==> config.mk <==
export PLATFORM = sky130hd
export DESIGN_NAME = binary_max_heap_queue_flat
export DESIGN_NICKNAME = d
export VERILOG_FILES = /design/src/rtl/bmhq_pkg.sv /design/src/rtl/bmhq_if.sv /design/src/rtl/bmhq_store.sv /design/src/rtl/binary_max_heap_queue.sv /design/src/flat_wrapper.sv
export SDC_FILE = /design/constraint.sdc
export NUM_CORES = 1
export LEC_CHECK = 0
export BUFFER_PORTS_ARGS = -buffer_cell sky130_fd_sc_hd__clkbuf_2
export CAP_MARGIN = 20
export CELL_PAD_IN_SITES_DETAIL_PLACEMENT = 1
export CELL_PAD_IN_SITES_GLOBAL_PLACEMENT = 1
export CORE_UTILIZATION = 49
export CTS_CLUSTER_SIZE = 40
export DETAILED_ROUTE_END_ITERATION = 6
export PLACE_DENSITY_LB_ADDON = 0.1
export SLEW_MARGIN = 20
export SYNTH_ARGS = -nofsm -noshare
export SYNTH_HDL_FRONTEND = slang
export SYNTH_HIERARCHICAL = 1
export SYNTH_SLANG_ARGS = --single-unit
==> constraint.sdc <==
create_clock -name clk -period 4.7 [get_ports clk]
set_input_delay 0.235 -clock clk [delete_from_list [all_inputs] [get_ports clk]]
set_output_delay 0.235 -clock clk [all_outputs]
set_load 0.02 [all_outputs]
==> src/rtl/bmhq_pkg.sv <==
// Shared constants, types and store command struct for the binary max-heap queue.
`default_nettype none

package bmhq_pkg;

    localparam int CAPACITY = 16;
    localparam int IDX_W    = $clog2(CAPACITY);
    localparam int CNT_W    = $clog2(CAPACITY + 1);

    typedef logic signed [31:0] key_t;
    typedef logic [IDX_W-1:0]   idx_t;
    typedef logic [CNT_W-1:0]   cnt_t;

    localparam logic FUNC_INSERT = 1'b0;
    localparam logic FUNC_REMOVE = 1'b1;

    typedef struct packed {
        logic we;
        idx_t waddr;
        key_t wdata;
        logic re;
        idx_t raddr_a;
        idx_t raddr_b;
    } store_cmd_t;

endpackage

`default_nettype wire

==> src/rtl/bmhq_if.sv <==
// Valid/ready channel interfaces for heap queue requests and responses.
`default_nettype none

interface bmhq_req_if
    import bmhq_pkg::*;
    ();
    logic valid;
    logic ready;
    logic func;
    key_t value;

    modport source (output valid, output func, output value, input ready);
    modport sink   (input valid, input func, input value, output ready);
endinterface

interface bmhq_rsp_if
    import bmhq_pkg::*;
    ();
    logic valid;
    logic ready;
    logic ok;
    key_t max_value;
    cnt_t occupancy;

    modport source (output valid, output ok, output max_value, output occupancy, input ready);
    modport sink   (input valid, input ok, input max_value, input occupancy, output ready);
endinterface

`default_nettype wire

==> src/rtl/bmhq_store.sv <==
// Heap key store: one write port, two registered read ports.
`default_nettype none

module bmhq_store
    import bmhq_pkg::*;
(
    input  wire logic       clk,
    input  wire store_cmd_t cmd,
    output key_t            rd_a_reg,
    output key_t            rd_b_reg
);

    key_t mem [CAPACITY];

    always_ff @(posedge clk)
    begin
        if (cmd.we)
        begin
            mem[cmd.waddr] <= cmd.wdata;
        end
        if (cmd.re)
        begin
            rd_a_reg <= mem[cmd.raddr_a];
            rd_b_reg <= mem[cmd.raddr_b];
        end
    end

endmodule

`default_nettype wire

==> src/rtl/binary_max_heap_queue.sv <==
// Top level of the bounded binary max-heap priority queue.
//
//  channel | dir | payload                            | transfer
//  req     | in  | func, value                        | valid && ready
//  rsp     | out | ok, max_value, occupancy           | valid && ready
//
//  Insert: the key climbs from the new last slot; each level is a read (ST_UP_RD) and
//  a compare-and-write (ST_UP_CMP) that moves a smaller parent down into the hole.
//  Remove: ST_RM_RD reads root and last entry, ST_RM_LOAD latches them, then the key
//  descends through ST_DN_RD and ST_DN_CMP; a rejected transaction goes to ST_DONE.
//  The split into read and write steps follows from the store's registered read ports.
//  Reset clears the entry count and control state; the key store is not cleared.
//  One transaction is in work at a time; a held response stalls the next one in ST_DONE.
`default_nettype none

module binary_max_heap_queue
    import bmhq_pkg::*;
(
    input  wire logic   clk,
    input  wire logic   rst_n,
    bmhq_req_if.sink    req,
    bmhq_rsp_if.source  rsp
);

    localparam logic [2:0] ST_IDLE    = 3'd0;
    localparam logic [2:0] ST_UP_RD   = 3'd1;
    localparam logic [2:0] ST_UP_CMP  = 3'd2;
    localparam logic [2:0] ST_RM_RD   = 3'd3;
    localparam logic [2:0] ST_RM_LOAD = 3'd4;
    localparam logic [2:0] ST_DN_RD   = 3'd5;
    localparam logic [2:0] ST_DN_CMP  = 3'd6;
    localparam logic [2:0] ST_DONE    = 3'd7;

    logic [2:0] state_reg, state_next;
    cnt_t       count_reg, count_next;
    idx_t       pos_reg, pos_next;
    key_t       key_reg, key_next;
    logic       res_ok_reg, res_ok_next;
    key_t       res_max_reg, res_max_next;
    logic       out_valid_reg, out_valid_next;
    logic       out_ok_reg;
    key_t       out_max_reg;
    cnt_t       out_occ_reg;
    logic       out_load;

    store_cmd_t cmd;
    key_t       rd_a, rd_b;

    idx_t           up_addr;
    logic [IDX_W+1:0] lc_w, rc_w, cnt_w;
    logic           is_leaf, rc_in, pick_right;
    key_t           pick_val;
    idx_t           pick_idx;

    bmhq_store u_store (
        .clk      (clk),
        .cmd      (cmd),
        .rd_a_reg (rd_a),
        .rd_b_reg (rd_b)
    );

    assign up_addr    = idx_t'((pos_reg - idx_t'(1)) >> 1);
    assign lc_w       = {1'b0, pos_reg, 1'b1};
    assign rc_w       = lc_w + (IDX_W+2)'(1);
    assign cnt_w      = (IDX_W+2)'(count_reg);
    assign is_leaf    = (lc_w >= cnt_w);
    assign rc_in      = (rc_w < cnt_w);
    assign pick_right = rc_in && (rd_b > rd_a);
    assign pick_val   = pick_right ? rd_b : rd_a;
    assign pick_idx   = pick_right ? rc_w[IDX_W-1:0] : lc_w[IDX_W-1:0];

    assign req.ready  = (state_reg == ST_IDLE);
    assign out_load   = (state_reg == ST_DONE) && (!out_valid_reg || rsp.ready);

    always_comb
    begin
        state_next   = state_reg;
        count_next   = count_reg;
        pos_next     = pos_reg;
        key_next     = key_reg;
        res_ok_next  = res_ok_reg;
        res_max_next = res_max_reg;
        cmd          = '0;

        case (state_reg)
            ST_IDLE:
            begin
                if (req.valid)
                begin
                    res_ok_next  = 1'b0;
                    res_max_next = '0;
                    pos_next     = '0;
                    state_next   = ST_DONE;
                    if (req.func == FUNC_INSERT)
                    begin
                        if (count_reg != cnt_t'(CAPACITY))
                        begin
                            key_next    = req.value;
                            pos_next    = count_reg[IDX_W-1:0];
                            count_next  = count_reg + cnt_t'(1);
                            res_ok_next = 1'b1;
                            state_next  = ST_UP_RD;
                        end
                    end
                    else if (count_reg != '0)
                    begin
                        count_next  = count_reg - cnt_t'(1);
                        res_ok_next = 1'b1;
                        state_next  = ST_RM_RD;
                    end
                end
            end
            ST_UP_RD:
            begin
                if (pos_reg == '0)
                begin
                    cmd.we     = 1'b1;
                    cmd.waddr  = pos_reg;
                    cmd.wdata  = key_reg;
                    state_next = ST_DONE;
                end
                else
                begin
                    cmd.re      = 1'b1;
                    cmd.raddr_a = up_addr;
                    state_next  = ST_UP_CMP;
                end
            end
            ST_UP_CMP:
            begin
                cmd.we    = 1'b1;
                cmd.waddr = pos_reg;
                if (key_reg > rd_a)
                begin
                    // parent moves down into the hole
                    cmd.wdata  = rd_a;
                    pos_next   = up_addr;
                    state_next = ST_UP_RD;
                end
                else
                begin
                    cmd.wdata  = key_reg;
                    state_next = ST_DONE;
                end
            end
            ST_RM_RD:
            begin
                cmd.re      = 1'b1;
                cmd.raddr_a = '0;
                cmd.raddr_b = count_reg[IDX_W-1:0];
                state_next  = ST_RM_LOAD;
            end
            ST_RM_LOAD:
            begin
                res_max_next = rd_a;
                key_next     = rd_b;
                state_next   = ST_DN_RD;
            end
            ST_DN_RD:
            begin
                if (is_leaf)
                begin
                    cmd.we     = 1'b1;
                    cmd.waddr  = pos_reg;
                    cmd.wdata  = key_reg;
                    state_next = ST_DONE;
                end
                else
                begin
                    cmd.re      = 1'b1;
                    cmd.raddr_a = lc_w[IDX_W-1:0];
                    cmd.raddr_b = rc_w[IDX_W-1:0];
                    state_next  = ST_DN_CMP;
                end
            end
            ST_DN_CMP:
            begin
                cmd.we    = 1'b1;
                cmd.waddr = pos_reg;
                if (pick_val > key_reg)
                begin
                    // larger child moves up into the hole
                    cmd.wdata  = pick_val;
                    pos_next   = pick_idx;
                    state_next = ST_DN_RD;
                end
                else
                begin
                    cmd.wdata  = key_reg;
                    state_next = ST_DONE;
                end
            end
            ST_DONE:
            begin
                if (out_load)
                begin
                    state_next = ST_IDLE;
                end
            end
            default:
            begin
                state_next = ST_IDLE;
            end
        endcase
    end

    always_comb
    begin
        out_valid_next = out_valid_reg;
        if (out_load)
        begin
            out_valid_next = 1'b1;
        end
        else if (rsp.ready)
        begin
            out_valid_next = 1'b0;
        end
    end

    always_ff @(posedge clk or negedge rst_n)
    begin
        if (!rst_n)
        begin
            state_reg     <= ST_IDLE;
            count_reg     <= '0;
            out_valid_reg <= 1'b0;
        end
        else
        begin
            state_reg     <= state_next;
            count_reg     <= count_next;
            out_valid_reg <= out_valid_next;
        end
    end

    always_ff @(posedge clk)
    begin
        pos_reg     <= pos_next;
        key_reg     <= key_next;
        res_ok_reg  <= res_ok_next;
        res_max_reg <= res_max_next;
        if (out_load)
        begin
            out_ok_reg  <= res_ok_reg;
            out_max_reg <= res_max_reg;
            out_occ_reg <= count_reg;
        end
    end

    assign rsp.valid     = out_valid_reg;
    assign rsp.ok        = out_ok_reg;
    assign rsp.max_value = out_max_reg;
    assign rsp.occupancy = out_occ_reg;

endmodule

`default_nettype wire

==> src/flat_wrapper.sv <==
// flat-port wrapper written by rule: the top's interface ports become plain ports
module binary_max_heap_queue_flat import bmhq_pkg::*;
  (clk, rst_n, req_valid, req_func, req_value, req_ready, rsp_valid, rsp_ok, rsp_max_value, rsp_occupancy, rsp_ready);
  bmhq_req_if req_i ();
  bmhq_rsp_if rsp_i ();
  input  wire logic clk;
  input  wire logic rst_n;
  input wire logic [$bits(req_i.valid)-1:0] req_valid;
  input wire logic [$bits(req_i.func)-1:0] req_func;
  input wire logic [$bits(req_i.value)-1:0] req_value;
  output wire logic [$bits(req_i.ready)-1:0] req_ready;
  output wire logic [$bits(rsp_i.valid)-1:0] rsp_valid;
  output wire logic [$bits(rsp_i.ok)-1:0] rsp_ok;
  output wire logic [$bits(rsp_i.max_value)-1:0] rsp_max_value;
  output wire logic [$bits(rsp_i.occupancy)-1:0] rsp_occupancy;
  input wire logic [$bits(rsp_i.ready)-1:0] rsp_ready;
  assign req_i.valid = req_valid;
  assign req_i.func = req_func;
  assign req_i.value = req_value;
  assign req_ready = req_i.ready;
  assign rsp_valid = rsp_i.valid;
  assign rsp_ok = rsp_i.ok;
  assign rsp_max_value = rsp_i.max_value;
  assign rsp_occupancy = rsp_i.occupancy;
  assign rsp_i.ready = rsp_ready;
  binary_max_heap_queue u_core (.clk(clk), .rst_n(rst_n), .req(req_i), .rsp(rsp_i));
endmodule
# After elaboration in Yosys (flattened, before gate mapping)
# Memory sizes are Yosys's and may differ from the RTL's. A register that Yosys moved wholly into a read port is not among the register bits.
# Cells that the tools add are included.
# classes
order_cmp	5
mul	0
n_div	0
bitwise	0
shifts	0
muxes	43
n_addsub	4
n_reduce_logical	17
eq_ne	15
# ops
op	count
$mux W32	7
$pmux W37 S4	1
$pmux W32 S2	2
$gt A32 B32 Y1	3
$mux W37	2
$mux W4	6
$pmux W3 S8	1
$mux W3	7
$mux W5	4
$pmux W5 S3	1
$eq A3 B3 Y1 const B	4
$pmux W4 S3	1
$reduce_and A4 Y1	3
$ne A2 B1 Y1 const B	5
$mux W9	1
$mux W1	8
$pmux W4 S2	1
$add A5 B1 Y6 const B	1
$eq A3 B2 Y1 const B	2
$lt A6 B5 Y1	1
$reduce_and A2 Y1	3
$reduce_bool A2 Y1	3
$add A5 B1 Y5 const B	1
$ge A5 B5 Y1	1
other kinds (13)	15
# totals
regBits	116
latchBits	0
ram_bits	512
rom_bits	0
elab_cells	95
n_memories	1
# mem_list
name	depth	word_bits	rd	rd_clocked_by_memory_dff	wr	line_no	text
u_core.u_store.mem	16	32	2	2	1	bmhq_store.sv:13	key_t mem [CAPACITY];

# Logic depth before layout (Yosys ltp)
# logic_depth
depth_word	9
ltp_mapped	22
ltp_nobuf	19

# Modules after synthesis
# Netlist, hierarchy kept.
# by_module_without_submodules
module	n_inst	seq_area_each_um2	area_per_inst_um2	cells_each
bmhq_store	1	17296.6	24843.8	1141
binary_max_heap_queue	1	3438.3	8250.4	809

# Worst setup path after synthesis
# OpenSTA, ideal clock, no wires.
# synth_path
path_kind	reg2reg
startpoint	register u_core.pos_reg[0]
endpoint	memory u_core/u_store/mem[0][0] in the netlist's numbering, enable pin
path_buffers	0
arrival_time_ns	4.675
setup_slack_ns	-0.436
period_less_slack_ns	5.136
stages_incl_launch_ff	12
cell_sequence	edfxtp_1 inv_1 ha_1 o21ai_0 a21o_1 a21o_1 a21oi_1 o21ai_0 a21o_1 and2_1 or3b_2 nor3_1
# synth_lines
element	line_no	text
start: declaration	binary_max_heap_queue.sv:36	idx_t pos_reg, pos_next;
start signal: assignment	binary_max_heap_queue.sv:238	pos_reg <= pos_next;
end: declaration	bmhq_store.sv:13	

==> out/metrics.csv <==
stage,metric,value,unit
final_layout,area growth from synthesis to layout,22.7,%
critical_path,worst reg2reg endpoint,u_core/u_store/mem[3][27],
run_status,status,finished with violations,
grt,Total Routing Usage GR,0.323,
power_and_ir_drop,Clock power frac,0.183,
sta,worst slew pin tran,0.917,ns
sta,setup ws final,-0.774,ns
floorplanning,Starting Density,0.499,
final_layout,"Cell Count, Final, Fillers Out",3227,
floorplanning,core region area,66300,µm²
power_and_ir_drop,VDD IR max,0.524,mV
sta,clock skew,0.0314,ns
power_and_ir_drop,Power Density,793,nW/µm²
final_layout,layout cells sized above 1,0.364,
cts,clk_lat worst skew,0.64,ns
grt,total gr overflow,0,
final_layout,Reg with most FFs,u_core/u_store/mem,
route,drt pass-1 iters,5,
sta,Hold Fails Final Rpt,0,
logic_synthesis,number of synthesized register bits,692,
critical_path,kind of cell adding the most delay to the critical path,simple AND/OR/NAND/NOR gates,
critical_path,worst reg2reg path startpoint,u_core/u_store/rd_b_reg[17],
power_and_ir_drop,Net Sw Frac,0.394,
critical_path,R2R setup slack,-0.77,ns
floorplanning,Die ar.,68600,µm²
cts,CTS tree,yes,
final_layout,Final Net Count,2453,
critical_path,WP buf/inv,6,
cts,"Reg clk slew, reported paths",0.06,ns
final_layout,max reg flops,512,
min_path,worst hold-check path type,input port to async pin,
power_and_ir_drop,Reg power frac,0.287,
run_status,failing checks,setup timing,
power_and_ir_drop,Logic pwr share,0.530,
floorplanning,Die Height,262,µm
critical_path,Worst Setup EP,u_core/u_store/mem[3][27],
power_and_ir_drop,Leakage Power,14.0,nW
floorplanning,Rows,94,
grt,largest net degree at the start of global routing,53,
route,Post-DRT Antenna Nets,0,
sta,Fin Hold WS,0.0208,ns
sta,crit share post-route,1.16,
critical_path,startpoint types,flip-flop,
route,vias per cell,6.66,
cts,Sink Count,692,
sta,Fmax,183,MHz
sta,RSZ-0062 raised after global routing,true,
power_and_ir_drop,Psw,12.7,mW
critical_path,cell depth of the worst setup path,22,
power_and_ir_drop,Tot Pwr,32.2,mW
cts,CTS root buffer,clkbuf_16,
sta,Fin Setup TNS,-359.02,ns
placement,post-place setup slack,-0.907,ns
sta,Slew HR,0.388,
grt,vias in the first global route,22422,
logic_synthesis,Synth top area share,0.620,
cts,H-tree Lvls,3,
critical_path,crit path launch,u_core/u_store/rd_b_reg[17],
power_and_ir_drop,cell-internal power,19.5,mW
cts,cts bufs inserted,75,
logic_synthesis,"Distinct cells, synth",66,
floorplanning,Ports,77,
placement,port buffer count,76,
logic_synthesis,post-synth top area cell,edfxtp_1,
critical_path,crit path kind,flip-flop to flip-flop,
grt,initial antenna violation count,0,
grt,first-pass GRT wire length,155000,µm
sta,Max Slew Vio Count,0,
critical_path,CP Cell Sequence,ha_1 > nand4_1 > or4_4 > nor3_4 > nor3_2 > a211oi_4 > buf_6 > buf_16 > o21ai_0 > ha_1 > nand4_1 > nor4_4 > a21boi_2 > a211o_1 > a21oi_4 > o211a_1 > a32oi_4 > buf_12 > buf_12 > clkbuf_16 > o221ai_4 > buf_6,
route,initial drt markers,2672,
logic_synthesis,Syn Area/Cell,17.0,µm²
logic_synthesis,Post-synth EDFFs,683,
route,Detailed Route WL,111000,µm
logic_synthesis,synth top area cells,"edfxtp_1, mux4_2, ha_1",
route,DRC viols,0,
logic_synthesis,Syn Inst Count,1950,
logic_synthesis,Async SR Flop Fraction,0.0130,
logic_synthesis,"Net Count, Synth",2101,
critical_path,cell count of the worst reg-to-reg path,22,
critical_path,Critical Path RT,5.07,ns
sta,final setup violation count,517,
route,wire per inst,34.5,µm
placement,Placed Cells,2990,
critical_path,CP max stage cell,or4_4,
sta,Final min period,5.47,ns
logic_synthesis,Syn. warnings,6,
logic_synthesis,ys flop type,edfxtp_1,
critical_path,CP max stage delay,0.64,ns
final_layout,diode count,0,
logic_synthesis,register area share after synthesis,0.627,
placement,post-DP HPWL,68200,µm
critical_path,critical path peak fanout,11,
flow_run,Max-Cap Viols,0,
logic_synthesis,Syn Std Cell Area,33100,µm²
critical_path,crit path capture type,flip-flop,
route,Vias,21478,
placement,GPL Wtd Cong,0.918,
floorplanning,Chip Width,262,µm
critical_path,Worst EP arrival,5.84,ns
cts,Clock Path Buffers,3,
power groups by stage:
stage	Sequential, mW	Clock (mW)	Combinational, mW
finish	9.23	5.90	17.1
global route	9.30	6.18	18.0
CTS	9.20	5.97	15.5
detailed placement	9.33	0	14.4
global placement	9.27	0	13.9
floorplan	9.41	0	8.63
per-layer routing:
| metal | global-route usage | up-vias | share of wire |
|---|---|---|---|
| met2 | 0.499 | 1213 | 0.46 |
| li1 | - | 8765 | - |
| met5 | 0 | - | 0 |
| met3 | 0.0602 | 229 | 0.096 |
| met4 | 0.134 | 0 | 0.042 |
| met1 | 0.456 | 11271 | 0.40 |
cell type report:
cell class / instances / area (µm²)
Fill cell: 5869 / 25700
Sequential cell: 692 / 20700
Multi-Input combinational cell: 1055 / 12300
Timing Repair Buffer: 392 / 3720
Clock buffer: 87 / 1930
Tap cell: 864 / 1080
Clock inverter: 51 / 493
Inverter: 86 / 323
synth_stat cells (12+ instances only):
cell        n
a21oi_1    55
o21ai_0    55
buf_4      25
buf_2      13
ha_1      113
edfxtp_1  683
mux2_2     31
a22oi_1   128
a21o_1     12
buf_1      26
nand2_1   140
nor2_1     60
nand3_1    42
clkbuf_1   48
o221ai_1   25
mux4_2    256
nand4_1    18
inv_1      86
through the flow:
stage                     area [µm²]  utilization
after floorplan                33300            -
after global placement         36400        0.548
after detailed placement       36400        0.548
after CTS                      39800        0.600
after global routing           40600        0.612
final                          40600        0.612
what timing repair did:
action | in CTS | in global routing
hold buffers | 35 | 0
cloned | 13 | 10
endpoints found under the setup margin | 517 | 517
gates resized for setup | 51 | 115
hold endpoints to repair | 44 | 0
pin swaps | 19 | 28
buffers inserted | 21 | 21
kinds of logic after synthesis:
logic type                 count (synthesis)  share of synthesized area
xor gates and xnor gates                  11                    0.00291
DFF                                      692                      0.627
and+or+nand+nor                          315                     0.0432
buffers and inverters                    203                     0.0276
adders and majority gates                114                     0.0433
AOI/OAI and AO/OA                        327                     0.0713
muxes                                    288                      0.185
layout by cell type, fill, tap and decap left out, types with 9 or more instances in the layout:
master and instances:
o221ai_4 28, dfrtp_1 9, xnor2_1 9, inv_1 83
clkinv_1 9, buf_12 45, o21ai_1 9, clkbuf_2 76
nand2_1 137, ha_1 107, a21o_1 12, nand3_1 41
buf_6 34, clkbuf_16 79, clkinv_2 15, mux4_2 256
a21oi_1 52, nand4_1 18, clkbuf_1 11, dlygate4sd3_1 35
nor2_1 46, buf_4 191, o21ai_0 44, edfxtp_1 683
mux2_2 31, a22oi_1 128, nor2_4 14
worst min-delay path by stage:
| stage | start | end | slack (ns) | cells past startpoint |
|---|---|---|---|---|
| detailed placement | rst_n | u_core/count_reg[4] | 0.13 | 1 |
| floorplan | rst_n | u_core/count_reg[0] | -0.06 | 0 |
| global placement | rst_n | u_core/count_reg[4] | 0.12 | 1 |
| global route | rst_n | u_core/count_reg[4] | 0.06 | 2 |
| finish | rst_n | u_core/state_reg[1] | 0.02 | 2 |
| CTS | rst_n | u_core/count_reg[4] | 0.004 | 2 |
No activity file was read; power rests on OpenSTA's default activity.
